`src/banked_rom_mapper_defines.svh`:
```
// ----------------------------------------------------------------------------
// Banked ROM mapper assertion macros
// Concurrent assertion wrappers, compiled out when SYNTH is defined.
// ----------------------------------------------------------------------------
`ifndef BANKED_ROM_MAPPER_DEFINES_SVH
`define BANKED_ROM_MAPPER_DEFINES_SVH

`ifndef SYNTH
`define BRM_ASSERT(label, clk, rst_n, prop, msg) \
	label: assert property (@(posedge clk) disable iff (!rst_n) prop) else $error(msg);
`define BRM_ASSERT_ALWAYS(label, clk, prop, msg) \
	label: assert property (@(posedge clk) prop) else $error(msg);
`else
`define BRM_ASSERT(label, clk, rst_n, prop, msg)
`define BRM_ASSERT_ALWAYS(label, clk, prop, msg)
`endif

`endif

```
`src/brm_pkg.sv`:
```
// ----------------------------------------------------------------------------
// Banked ROM mapper package
// Shared constants, register indexes and controller/datapath interface types.
// ----------------------------------------------------------------------------
`timescale 1ns / 1ps
`default_nettype none

package brm_pkg;

	localparam int MEM_PAGES        = 256;
	localparam int PAGE_BYTES       = 4096;
	localparam int BANK_WINDOW_BASE = 24568;

	localparam int PAGE_W     = $clog2(MEM_PAGES);
	localparam int OFS_LO_W   = $clog2(PAGE_BYTES);
	localparam int MEM_AW     = PAGE_W + OFS_LO_W;
	localparam int MEM_DEPTH  = MEM_PAGES * PAGE_BYTES;

	localparam int S_TDATA_W  = 48;
	localparam int S_TUSER_W  = 2;
	localparam int M_TDATA_W  = 8;
	localparam int M_TUSER_W  = 1;
	localparam int CFG_IDX_W  = 2;
	localparam int CFG_DATA_W = 16;

	typedef enum logic [1:0] {
		OP_BUS_READ    = 2'd0,
		OP_BUS_WRITE   = 2'd1,
		OP_IMAGE_READ  = 2'd2,
		OP_IMAGE_WRITE = 2'd3
	} opcode_t;

	typedef enum logic [CFG_IDX_W-1:0] {
		CFG_BANKING_ENABLE = 2'd0,
		CFG_LOAD_ADDRESS   = 2'd1,
		CFG_IMAGE_PAGES    = 2'd2
	} cfg_index_t;

	typedef struct packed {
		logic clear_wr;
		logic accept;
		logic issue;
		logic load_out;
	} brm_cmd_t;

	typedef struct packed {
		logic clear_last;
		logic out_free;
		logic out_valid;
	} brm_sts_t;

endpackage

`default_nettype wire

```
`src/brm_ctrl.sv`:
```
// ----------------------------------------------------------------------------
// Banked ROM mapper controller
// Sequences the clearing pass, transaction acceptance, RAM access and response.
// ----------------------------------------------------------------------------
`timescale 1ns / 1ps
`default_nettype none

`include "banked_rom_mapper_defines.svh"

module brm_ctrl (
	input  wire logic              clk,
	input  wire logic              arst_n,
	input  wire logic              s_tvalid,
	output logic                   s_tready,
	input  wire brm_pkg::brm_sts_t sts,
	output brm_pkg::brm_cmd_t      cmd
);

	import brm_pkg::*;

	typedef enum logic [3:0] {
		ST_CLEAR  = 4'b0001,
		ST_IDLE   = 4'b0010,
		ST_ACCESS = 4'b0100,
		ST_RESP   = 4'b1000
	} state_t;

	state_t state_q;
	state_t state_d;

	always_comb begin
		state_d = state_q;
		case (state_q)
			ST_CLEAR: begin
				if (sts.clear_last) begin
					state_d = ST_IDLE;
				end
			end
			ST_IDLE: begin
				if (s_tvalid) begin
					state_d = ST_ACCESS;
				end
			end
			ST_ACCESS: begin
				state_d = ST_RESP;
			end
			ST_RESP: begin
				if (sts.out_free) begin
					state_d = ST_IDLE;
				end
			end
			default: begin
				state_d = ST_CLEAR;
			end
		endcase
	end

	always_ff @(posedge clk or negedge arst_n) begin
		if (!arst_n) begin
			state_q <= ST_CLEAR;
		end else begin
			state_q <= state_d;
		end
	end

	assign s_tready     = (state_q == ST_IDLE);
	assign cmd.clear_wr = (state_q == ST_CLEAR);
	assign cmd.accept   = (state_q == ST_IDLE) && s_tvalid;
	assign cmd.issue    = (state_q == ST_ACCESS);
	assign cmd.load_out = (state_q == ST_RESP) && sts.out_free;

	`BRM_ASSERT(a_accept_to_access, clk, arst_n, cmd.accept |=> (state_q == ST_ACCESS), "accepted transaction did not reach RAM access")
	`BRM_ASSERT(a_access_to_resp, clk, arst_n, cmd.issue |=> (state_q == ST_RESP), "RAM access not followed by response")
	`BRM_ASSERT(a_no_overwrite, clk, arst_n, cmd.load_out |-> (!sts.out_valid || sts.out_free), "output register overwritten while stalled")
	`BRM_ASSERT(a_clear_holds, clk, arst_n, (cmd.clear_wr && !sts.clear_last) |=> cmd.clear_wr, "clearing pass left early")
	`BRM_ASSERT_ALWAYS(a_no_accept_in_reset, clk, !arst_n |-> !cmd.accept, "transaction accepted during reset")

endmodule

`default_nettype wire

```
`config.mk`:
```
export PLATFORM = sky130hd
export DESIGN_NAME = brm_ctrl
export DESIGN_NICKNAME = d
export VERILOG_FILES = /design/src/brm_pkg.sv /design/src/brm_ctrl.sv
export VERILOG_INCLUDE_DIRS = /design/src /design/src/src
export SDC_FILE = /design/constraint.sdc
export NUM_CORES = 1
export LEC_CHECK = 0
export CAP_MARGIN = 20
export CORE_AREA = 5 5 42 44
export CTS_CLUSTER_SIZE = 24
export DETAILED_ROUTE_END_ITERATION = 10
export DIE_AREA = 0 0 47 49
export DONT_BUFFER_PORTS = 1
export MAX_ROUTING_LAYER = met4
export PLACE_DENSITY_LB_ADDON = 0.25
export RECOVER_POWER = 100
export SYNTH_ARGS = -nofsm -noshare
export SYNTH_HDL_FRONTEND = slang
export SYNTH_SLANG_ARGS = --single-unit
```
`constraint.sdc`:
```
create_clock -name clk -period 2.29 [get_ports clk]
set_input_delay 0 -clock clk [delete_from_list [all_inputs] [get_ports clk]]
set_output_delay 0 -clock clk [all_outputs]
set_load 0.01 [all_outputs]
```
# Word-level counts from Yosys, hierarchy flattened
# Index checks and enable logic that the tools add are counted.
dict set report word_totals {
  inputBits 6
  word_cells 15
  regBits 4
  output_inout_bits 5
}
dict set report classes {
  eq_ne 7
  n_reduce_logical 3
  mux 4
}
# cell count
set op_table {}
lappend op_table {{$pmux W4 S4} 1}
lappend op_table {{$mux W4} 3}
lappend op_table {{$ne A2 B2 Y1 const B} 3}
lappend op_table {{$eq A4 B1 Y1 const B} 1}
lappend op_table {{$eq A4 B2 Y1 const B} 1}
lappend op_table {{$eq A4 B3 Y1 const B} 1}
lappend op_table {{$eq A4 B4 Y1 const B} 1}
lappend op_table {{$reduce_and A3 Y1} 1}
lappend op_table {{$logic_and A1 B1 Y1} 2}

# Depth between registers and ports, before layout
# Gate-level depths: netlist (run 1).
dict set report logic_depth {
  ltp_word 3
  ltp_mapped 4
  mapped_depth_nobuf 3
}

# Least setup slack after synthesis (run 1)
# Ideal clock, no wire load.
dict set report synth_path {
  kind {register to register}
  startpoint {reg state_q[2]}
  endpoint {reg state_q[2]}
  path_buffers 1
  synth_period_minus_slack_ns 1.114
  setup_time_ns 0.067
  t_required_ns 2.223
  path_stages_with_launch 4
  slack_ns 1.176
  arrival_time_ns 1.047
  cell_sequence {dfrtp_1 > buf_6 > nor4b_2 > and2_1}
}
dict set report synth_between {
  elab_chain_len 3
  elab_cells_between_ends 9
  classes_between {7 x eq/ne; 1 x mux; 1 x reduce/logical}
}
# item line
set synth_rtl {}
lappend synth_rtl {{from (decl)} brm_ctrl.sv:28} ;# state_t state_q;
lappend synth_rtl {{from (signal assigned)} brm_ctrl.sv:62} ;# state_q <= state_d;
lappend synth_rtl {{$eq A4 B2 Y1 *} -}
lappend synth_rtl {{net s_tready} brm_ctrl.sv:14} ;# output logic s_tready,
lappend synth_rtl {{$ne A2 B2 Y1 (no source line)} -}
lappend synth_rtl {{$reduce_and A3 Y1 (no source line)} -}
# The timed path passes the listed nets; every way through them passes the cells marked *.
# A chain may end at the register's enable or synchronous reset.

==> impl_results.md, run 1 <==
- Crit. End Element: primary output
- Power after layout: 0.322 mW
- Reg-to-Reg Start: state_q[2]$_DFFE_PN0P_
- Antenna cell count: 0
- Placed cell count: 38
- Final Max Tran Viols: 0
- Vias/cell: 4.78
- Num rows: 14
- Count of cell types in the netlist: 20
- Max reg flops: 4
- Vias in the first global route: 225
- WL/cell: 13.6 um
- Share of the synthesized area in the top cell type: 28.6%
- Max Cap Viol: 0
- Area of the die: 0.00230 mm2
- Leakage dissipation: 0.119 nW
- Crit-path leading delay family: simple AND/OR/NAND/NOR gates
- TritonCTS clock tree: built
- CTS resizes: 0
- Layout cell share with drive strength beyond 1: 10.0%
- Max Clk Rate: 583 MHz
- Critical Path RT: 2290 ps
- Post-detailed-route count of antenna-violating nets: 0
- Gr ovfl total: 0
- Non-Filler Instances: 46
- Post-CTS Setup Inserts: 0
- CTS sink cnt: 4
- Final Cycle Share: 74.9%
- PwrDens: 1010 mW/mm2
- Setup violations, final: 0
- Synth Cell Area: 263 um2
- Tightest Pin Transition: 753 ps
- Chip Height: 49 um
- R2R setup slack: 820 ps
- Wire length of the first global-routing pass: 952 um
- Syn nets: 30
- Post-CTS Hold Fix Bufs: 4
- Initial antenna violation count: 0
- Biggest register: state_q
- CP arrival: 1720 ps
- Final wirelength: 625 um
- R2R depth: 2
- Setup TNS: 0 ps
- Largest net degree at the start of global routing: 11
- IO Count: 11
- Largest registers: state_q (4)
- Longest Clk Path Bufs: 2
- Predominant post-synthesis flop cell: dfrtp_1
- Fraction of registers with async set/reset: 100%
- Hold Vio Cnt, Final: 0
- Most frequent cells after synthesis: dfrtp_1, and2_1, nor4b_2
- Max H-tree Level: 1
- Sequential fraction of the synthesis area: 38.6%
- Reg-to-Reg End: state_q[2]$_DFFE_PN0P_
- Num CTS Buffers: 3
- Routability congestion estimate from global placement: 0.773
- Slew HR: 49.1%
- Avg Inst Size Synth: 10.9 um2
- Crit-path cells: nor4b_1, and2_0
- Setup CP Type: reg2out
- Buf/Inv on CP: 0
- Tmin final: 1720 ps
- Fillers: 169
- Synth area leaders: dfrtp_1, nor4b_2, dfstp_2
- Synth area leader: dfrtp_1
- CP max FO: 9
- Post-route DRC: 0
- Area growth syn-to-layout: 21.0%
- DR iter-0 viols: 6
- First-pass DRT Iterations: 3
- Startpoint types: flip-flop
- Worst vdd ir: 0.000243 V
- Synth Register Bits: 4
- Synthesis Warnings: 0
- Setup Skew: 10.7 ps
- Worst min path class: in2async
- Cell with the most instances after synthesis: dfrtp_1
- Global Route Usage Sum: 6.53%
- Core area: 0.00140 mm2
- Post-synthesis cell count: 24
- Die X: 47 um
- Final #Nets: 37
- Port bufs: 0
- Outcome: complete, no violations
- Via Count: 220
- Initial Utilization: 18.8%
- Number of synthesized flops with an enable pin: 0
- Clock Pin Slew Worst Setup and Hold Paths: 40 ps
- Clock tree root driver cell: clkbuf_4
- RSZ-0062 raised after global routing: false
- Worst-Skew Late Latency: 240 ps
- CP max stage cell: nor4b_1
- Max stage delay on crit path: 710 ps
## cells by family (layout without fill, tap and decap cells)
group                  count (synthesis)  count (layout)  synth area share [%]
buffers and inverters                  2               8                  7.14
AO/OA/AOI/OAI                          6               6                  14.3
flip-flops                             4               4                  38.6
XOR/XNOR                               1               1                  3.33
AND/OR/NAND/NOR                       11              11                  36.7
## power by group
part | switching [mW] | total [mW] | leakage [nW] | internal [mW]
clock network | 0.0316 | 0.0971 | 0.0150 | 0.0655
registers | 0.0388 | 0.133 | 0.0502 | 0.0944
logic | 0.0441 | 0.0919 | 0.0541 | 0.0478
## per-stage QoR
stage          cell area, um2  worst slack, ps  util [%]  hold WS [ps]
6_report                  318              575      22.7          27.7
5_1_grt                   318              533      22.7          44.4
4_1_cts                   330              831      23.6          24.2
3_5_place_dp              264             1070      18.8          -295
3_3_place_gp              264             1080      18.8          -295
2_1_floorplan             263             1180         -          -296
## routing by layer
layer / wire length, um / share of wire (%) / up-vias / track usage [%]
li1: - / - / 102 / -
met1: 232 / 37 / 107 / 5.79
met2: 335 / 54 / 7 / 8.82
met3: 20 / 3.2 / 4 / 2.58
met4: 36 / 5.8 / 0 / 8.29
met5: 0 / 0 / - / -
## worst max-delay path by stage
stage / start / end / slack, ps / depth (start not counted)
3_3_place_gp: state_q[2]$_DFFE_PN0P_ / state_q[2]$_DFFE_PN0P_ / 1080 / 2
6_report: state_q[2]$_DFFE_PN0P_ / cmd[2] / 570 / 2
2_1_floorplan: state_q[2]$_DFFE_PN0P_ / state_q[2]$_DFFE_PN0P_ / 1180 / 3
3_5_place_dp: state_q[2]$_DFFE_PN0P_ / state_q[2]$_DFFE_PN0P_ / 1070 / 2
5_1_grt: state_q[2]$_DFFE_PN0P_ / cmd[2] / 530 / 2
4_1_cts: state_q[2]$_DFFE_PN0P_ / cmd[2] / 830 / 2
## layout make-up
| class | count | area (um2) | area share [%] |
|---|---|---|---|
| multi-input cells | 18 | 130 | 40.9 |
| flip-flops and latches | 4 | 101 | 31.9 |
| repair buffers | 4 | 40.0 | 12.6 |
| clock buffers | 4 | 26.3 | 8.27 |
| well taps | 16 | 20.0 | 6.30 |
## layout by cell type, fill, tap and decap left out
master,count
a21oi_1,1
nor2_1,1
and2_0,2
clkbuf_1,1
a21boi_0,1
nand2b_1,1
dlygate4sd3_1,4
a31oi_1,1
clkbuf_4,3
o22a_1,1
and4b_1,1
xor2_1,1
dfstp_1,1
or3b_1,1
nor3_1,1
nor4b_1,3
dfrtp_1,3
nand4bb_1,1
o21ai_0,2
Power figures use the tool's default switching activity.
==> inputs of run 2 (changes only) <==
- clock period: 2.29 -> 1.8 ns (I/O delays scaled with it)
==> run 2 against run 1 <==
  * Count of clock-buffer cells in the layout is the same
  * Sequential share of layout area shrank 0.62 points
  * Combinational power grew 31%
  * Largest cell class unchanged
  * Highest routed layer unchanged
  * Largest power group unchanged
  * Critical path depth is the same
  * Wire length is the same
==> impl_results.md, run 2 (synthesis results as in run 1) <==
- Routability congestion estimate from global placement: 0.773
- Post-CTS Setup Inserts: 0
- Biggest register: state_q
- First-pass DRT Iterations: 3
- Final #Nets: 37
- Area of the die: 0.00230 mm2
- TritonCTS clock tree: built
- Final Util: 23.1%
- Max Cap Viol: 0
- CP arrival: 1460 ps
- Largest net degree at the start of global routing: 11
- Via Count: 220
- Setup WS post-layout: 341 ps
- Max Clk Rate: 686 MHz
- RSZ-0062 raised after global routing: false
- DR iter-0 viols: 6
- Most common cell after layout, fill and taps aside: dlygate4sd3_1
- Vias in the first global route: 225
- Outcome: complete, no violations
- R2R setup slack: 580 ps
- Fillers: 168
- Setup CP Type: reg2out
- Area growth syn-to-layout: 23.3%
- Max reg flops: 4
- Final Cycle Share: 81.0%
- CTS sink cnt: 4
- Num rows: 14
- Crit. End Element: primary output
- Vias/cell: 4.78
- Critical Path RT: 1800 ps
- PwrDens: 1280 mW/mm2
- Clock Pin Slew Worst Setup and Hold Paths: 40 ps
- Gr ovfl total: 0
- IO Count: 11
- Max H-tree Level: 1
- Hold Vio Cnt, Final: 0
- Num CTS Buffers: 3
- Worst min path class: in2async
- Post-detailed-route count of antenna-violating nets: 0
- Setup TNS: 0 ps
- Largest registers: state_q (4)
- Tmin final: 1460 ps
- Global Route Usage Sum: 6.53%
- Final wirelength: 625 um
- Post-route DRC: 0
- Placed Area: 264 um2
- Pre-CTS setup slack: 583 ps
- Most frequent cells in the layout: dlygate4sd3_1, clkbuf_4, dfrtp_1
- CP max FO: 9
- Worst vdd ir: 0.000309 V
- Setup violations, final: 0
- Wire length of the first global-routing pass: 952 um
- Layout cell share with drive strength beyond 1: 13.3%
- Clock tree root driver cell: clkbuf_4
- Initial Utilization: 18.8%
- Startpoint types: flip-flop
- Chip Height: 49 um
- Port bufs: 0
- Initial antenna violation count: 0
- Core area: 0.00140 mm2
- Final Max Tran Viols: 0
- Slew HR: 59.4%
- Hold WS: 27.9 ps
- Die X: 47 um
- Post-route cell area: 324 um2
- Tightest Pin Transition: 601 ps
- Longest Clk Path Bufs: 2
- Leakage dissipation: 0.121 nW
- Antenna cell count: 0
- Worst-Skew Late Latency: 240 ps
- Setup Skew: 10.6 ps
- WL/cell: 13.6 um
==> run 2: metal layers <==
layer  GRT usage (%)  wire, um  vias to the layer above
met5               -         0                        -
met4            8.29        36                        0
met3            2.58        20                        4
met2            8.82       333                        7
met1            5.79       234                      107
li1                -         -                      102
==> run 2: final cells by class <==
class	instances	area, um2	area share, %
Clock buffer	4	26.3	8.11
Multi-Input combinational cell	18	136	42.1
Sequential cell	4	101	31.3
Tap cell	16	20.0	6.18
Timing Repair Buffer	4	40.0	12.4
==> run 2: critical path, stage by stage (launching register included) <==
cell     delay (ps)
dfrtp_1         470
nor4b_2         470
and2_0          270
==> run 2: where the power goes <==
group	internal, mW	total, mW	switching [mW]	leakage (nW)
Sequential	0.120	0.172	0.0522	0.0502
Combinational	0.0640	0.120	0.0558	0.0554
Clock	0.0834	0.123	0.0401	0.0150
Total	0.268	0.416	0.148	0.121
==> run 2: path summary, 6_finish.rpt <==
path,depth (start not counted),from,to
min,1,arst_n,state_q[2]$_DFFE_PN0P_
min in group clk,3,s_tvalid,state_q[1]$_DFFE_PN0P_
max in group asynchronous,1,arst_n,state_q[0]$_DFFE_PN1P_
max reg2reg,2,state_q[2]$_DFFE_PN0P_,state_q[2]$_DFFE_PN0P_
max,2,state_q[2]$_DFFE_PN0P_,cmd[2]
min reg2reg,1,state_q[2]$_DFFE_PN0P_,state_q[1]$_DFFE_PN0P_
==> run 2: timing repair <==
item,in CTS,in global routing
hold endpoints to repair,7,0
hold buffers,4,0
resized for setup,0,0
==> run 2: through the flow <==
stage	instances	power, mW
2_1_floorplan	24	0.275
3_3_place_gp	38	0.295
3_5_place_dp	38	0.297
4_1_cts	46	0.431
5_1_grt	46	0.444
6_report	46	0.416
==> inputs of run 3 (changes only) <==
- clock period: 1.8 -> 1.55 ns (I/O delays scaled with it)
==> run 3 against run 2 <==
  * The flow now finishes with violations (negative hold slack)
  * Critical path depth stayed put
  * First-iteration DRC count unchanged
  * Via count up 1.4%
  * Die area is the same
  * Largest cell class unchanged
==> impl_results.md, run 3 (synthesis results as in run 1) <==
- R2R setup slack: 400 ps
- Area growth syn-to-layout: 27.6%
- Post-route DRC: 0
- Layout cell share with drive strength beyond 1: 15.6%
- PwrDens: 1520 mW/mm2
- Crit. End Element: primary output
- Final Util: 23.9%
- Hold Vio Cnt, Final: 1
- CP arrival: 1320 ps
- Startpoint types: flip-flop
- Initial Utilization: 18.8%
- Sw frac: 34.3%
- Gr ovfl total: 0
- RSZ-0062 raised after global routing: false
- Port bufs: 0
- Placed Area: 279 um2
- Tmin final: 1320 ps
- WL/cell: 12.6 um
- CTS resizes: 0
- Area of the die: 0.00230 mm2
- Core area: 0.00140 mm2
- Max Clk Rate: 755 MHz
- Pre-CTS setup slack: 429 ps
- Antenna cell count: 0
- Most frequent cells in the layout: dlygate4sd3_1, clkbuf_4, dfrtp_1
- Post-CTS Setup Inserts: 0
- CP max FO: 9
- Setup Skew: 9.91 ps
- Chip Height: 49 um
- Largest net degree at the start of global routing: 11
- Tightest Pin Transition: 379 ps
- Die X: 47 um
- Worst min path class: in2reg
- Max Cap Viol: 0
- Max reg flops: 4
- Area of the multi-input gates: 136 um2
- Clock Pin Slew Worst Setup and Hold Paths: 40 ps
- Initial antenna violation count: 0
- Longest Clk Path Bufs: 2
- CP max stage cell: dfrtp_1
- Setup TNS: 0 ps
- Clock share of power: 27.6%
- NetSw: 0.174 mW
- Post-detailed-route count of antenna-violating nets: 0
- Num rows: 14
- Post-route cell area: 335 um2
- Slew HR: 74.5%
- Vias in the first global route: 269
- Most common cell after layout, fill and taps aside: dlygate4sd3_1
- First-pass DRT Iterations: 2
- Crit-path cells: nor4b_2, and2_0
- Fillers: 168
- TritonCTS clock tree: built
- CTS sink cnt: 4
- Internal: 0.335 mW
- Setup WS post-layout: 225 ps
- Max stage delay on crit path: 480 ps
- Biggest register: state_q
- Critical Path RT: 1550 ps
- Setup violations, final: 0
- Gate power share: 33.1%
- Final wirelength: 603 um
- IO Count: 11
- Final #Nets: 39
- Worst vdd ir: 0.000599 V
- Crit-path leading delay family: simple AND/OR/NAND/NOR gates
- Leakage dissipation: 0.128 nW
- Vias/cell: 4.65
- Hold WS: -0.0741 ps
- Clock tree root driver cell: clkbuf_4
- Wire length of the first global-routing pass: 1100 um
- Outcome: finished, violations left
- Setup CP Type: reg2out
- DR iter-0 viols: 6
- Sequential cell area: 101 um2
- Max H-tree Level: 1
- Routability congestion estimate from global placement: 0.748
- Worst-Skew Late Latency: 240 ps
- Post-CTS Hold Fix Bufs: 4
- Num CTS Buffers: 3
- Final Cycle Share: 85.5%
- Largest registers: state_q (4)
- Global Route Usage Sum: 6.87%
- Power after layout: 0.509 mW
- Via Count: 223
- Failing checks: negative hold slack
- Final Max Tran Viols: 0
- Buf/Inv on CP: 0
- Seq pwr share: 39.3%
==> run 3: path summary, 6_finish.rpt <==
kind                                     endpoint              startpoint  depth (start not counted)
max in group asynchronous  state_q[0]$_DFFE_PN1P_                  arst_n                          1
min reg2reg                state_q[0]$_DFFE_PN1P_  state_q[0]$_DFFE_PN1P_                          1
min                        state_q[1]$_DFFE_PN0P_                  sts[1]                          2
min in group asynchronous  state_q[2]$_DFFE_PN0P_                  arst_n                          1
max                                        cmd[2]  state_q[2]$_DFFE_PN0P_                          2
max reg2reg                state_q[3]$_DFFE_PN0P_  state_q[2]$_DFFE_PN0P_                          2
==> run 3: layer usage <==
| layer | global-route usage [%] | vias to the layer above | wire length (um) | part of all wire [%] |
|---|---|---|---|---|
| li1 | - | 107 | - | - |
| met1 | 6.40 | 113 | 256 | 42 |
| met2 | 10.6 | 3 | 329 | 55 |
| met3 | 3.69 | 0 | 17 | 2.8 |
| met4 | 4.15 | 0 | 0 | 0 |
| met5 | - | - | 0 | 0 |
==> run 3: power by group through the flow <==
stage               Combinational [mW]  Sequential, mW  Clock (mW)
global route                     0.191           0.208       0.159
global placement                 0.173           0.206           0
floorplan                        0.139           0.180           0
CTS                              0.182           0.204       0.147
detailed placement               0.173           0.206           0
finish                           0.169           0.200       0.140
==> run 3: area by class of cell <==
cell class / instances / share of cell area [%]
multi-input cells: 18 / 40.7
repair buffers: 6 / 15.3
well taps: 16 / 5.97
flip-flops and latches: 4 / 30.2
clock buffers: 4 / 7.84
==> run 3: metrics by stage <==
| stage | cells | hold WS (ps) |
|---|---|---|
| 2_1_floorplan | 24 | -296 |
| 3_3_place_gp | 40 | -295 |
| 3_5_place_dp | 40 | -295 |
| 4_1_cts | 48 | 0.259 |
| 5_1_grt | 48 | 9.06 |
| 6_report | 48 | -0.0741 |
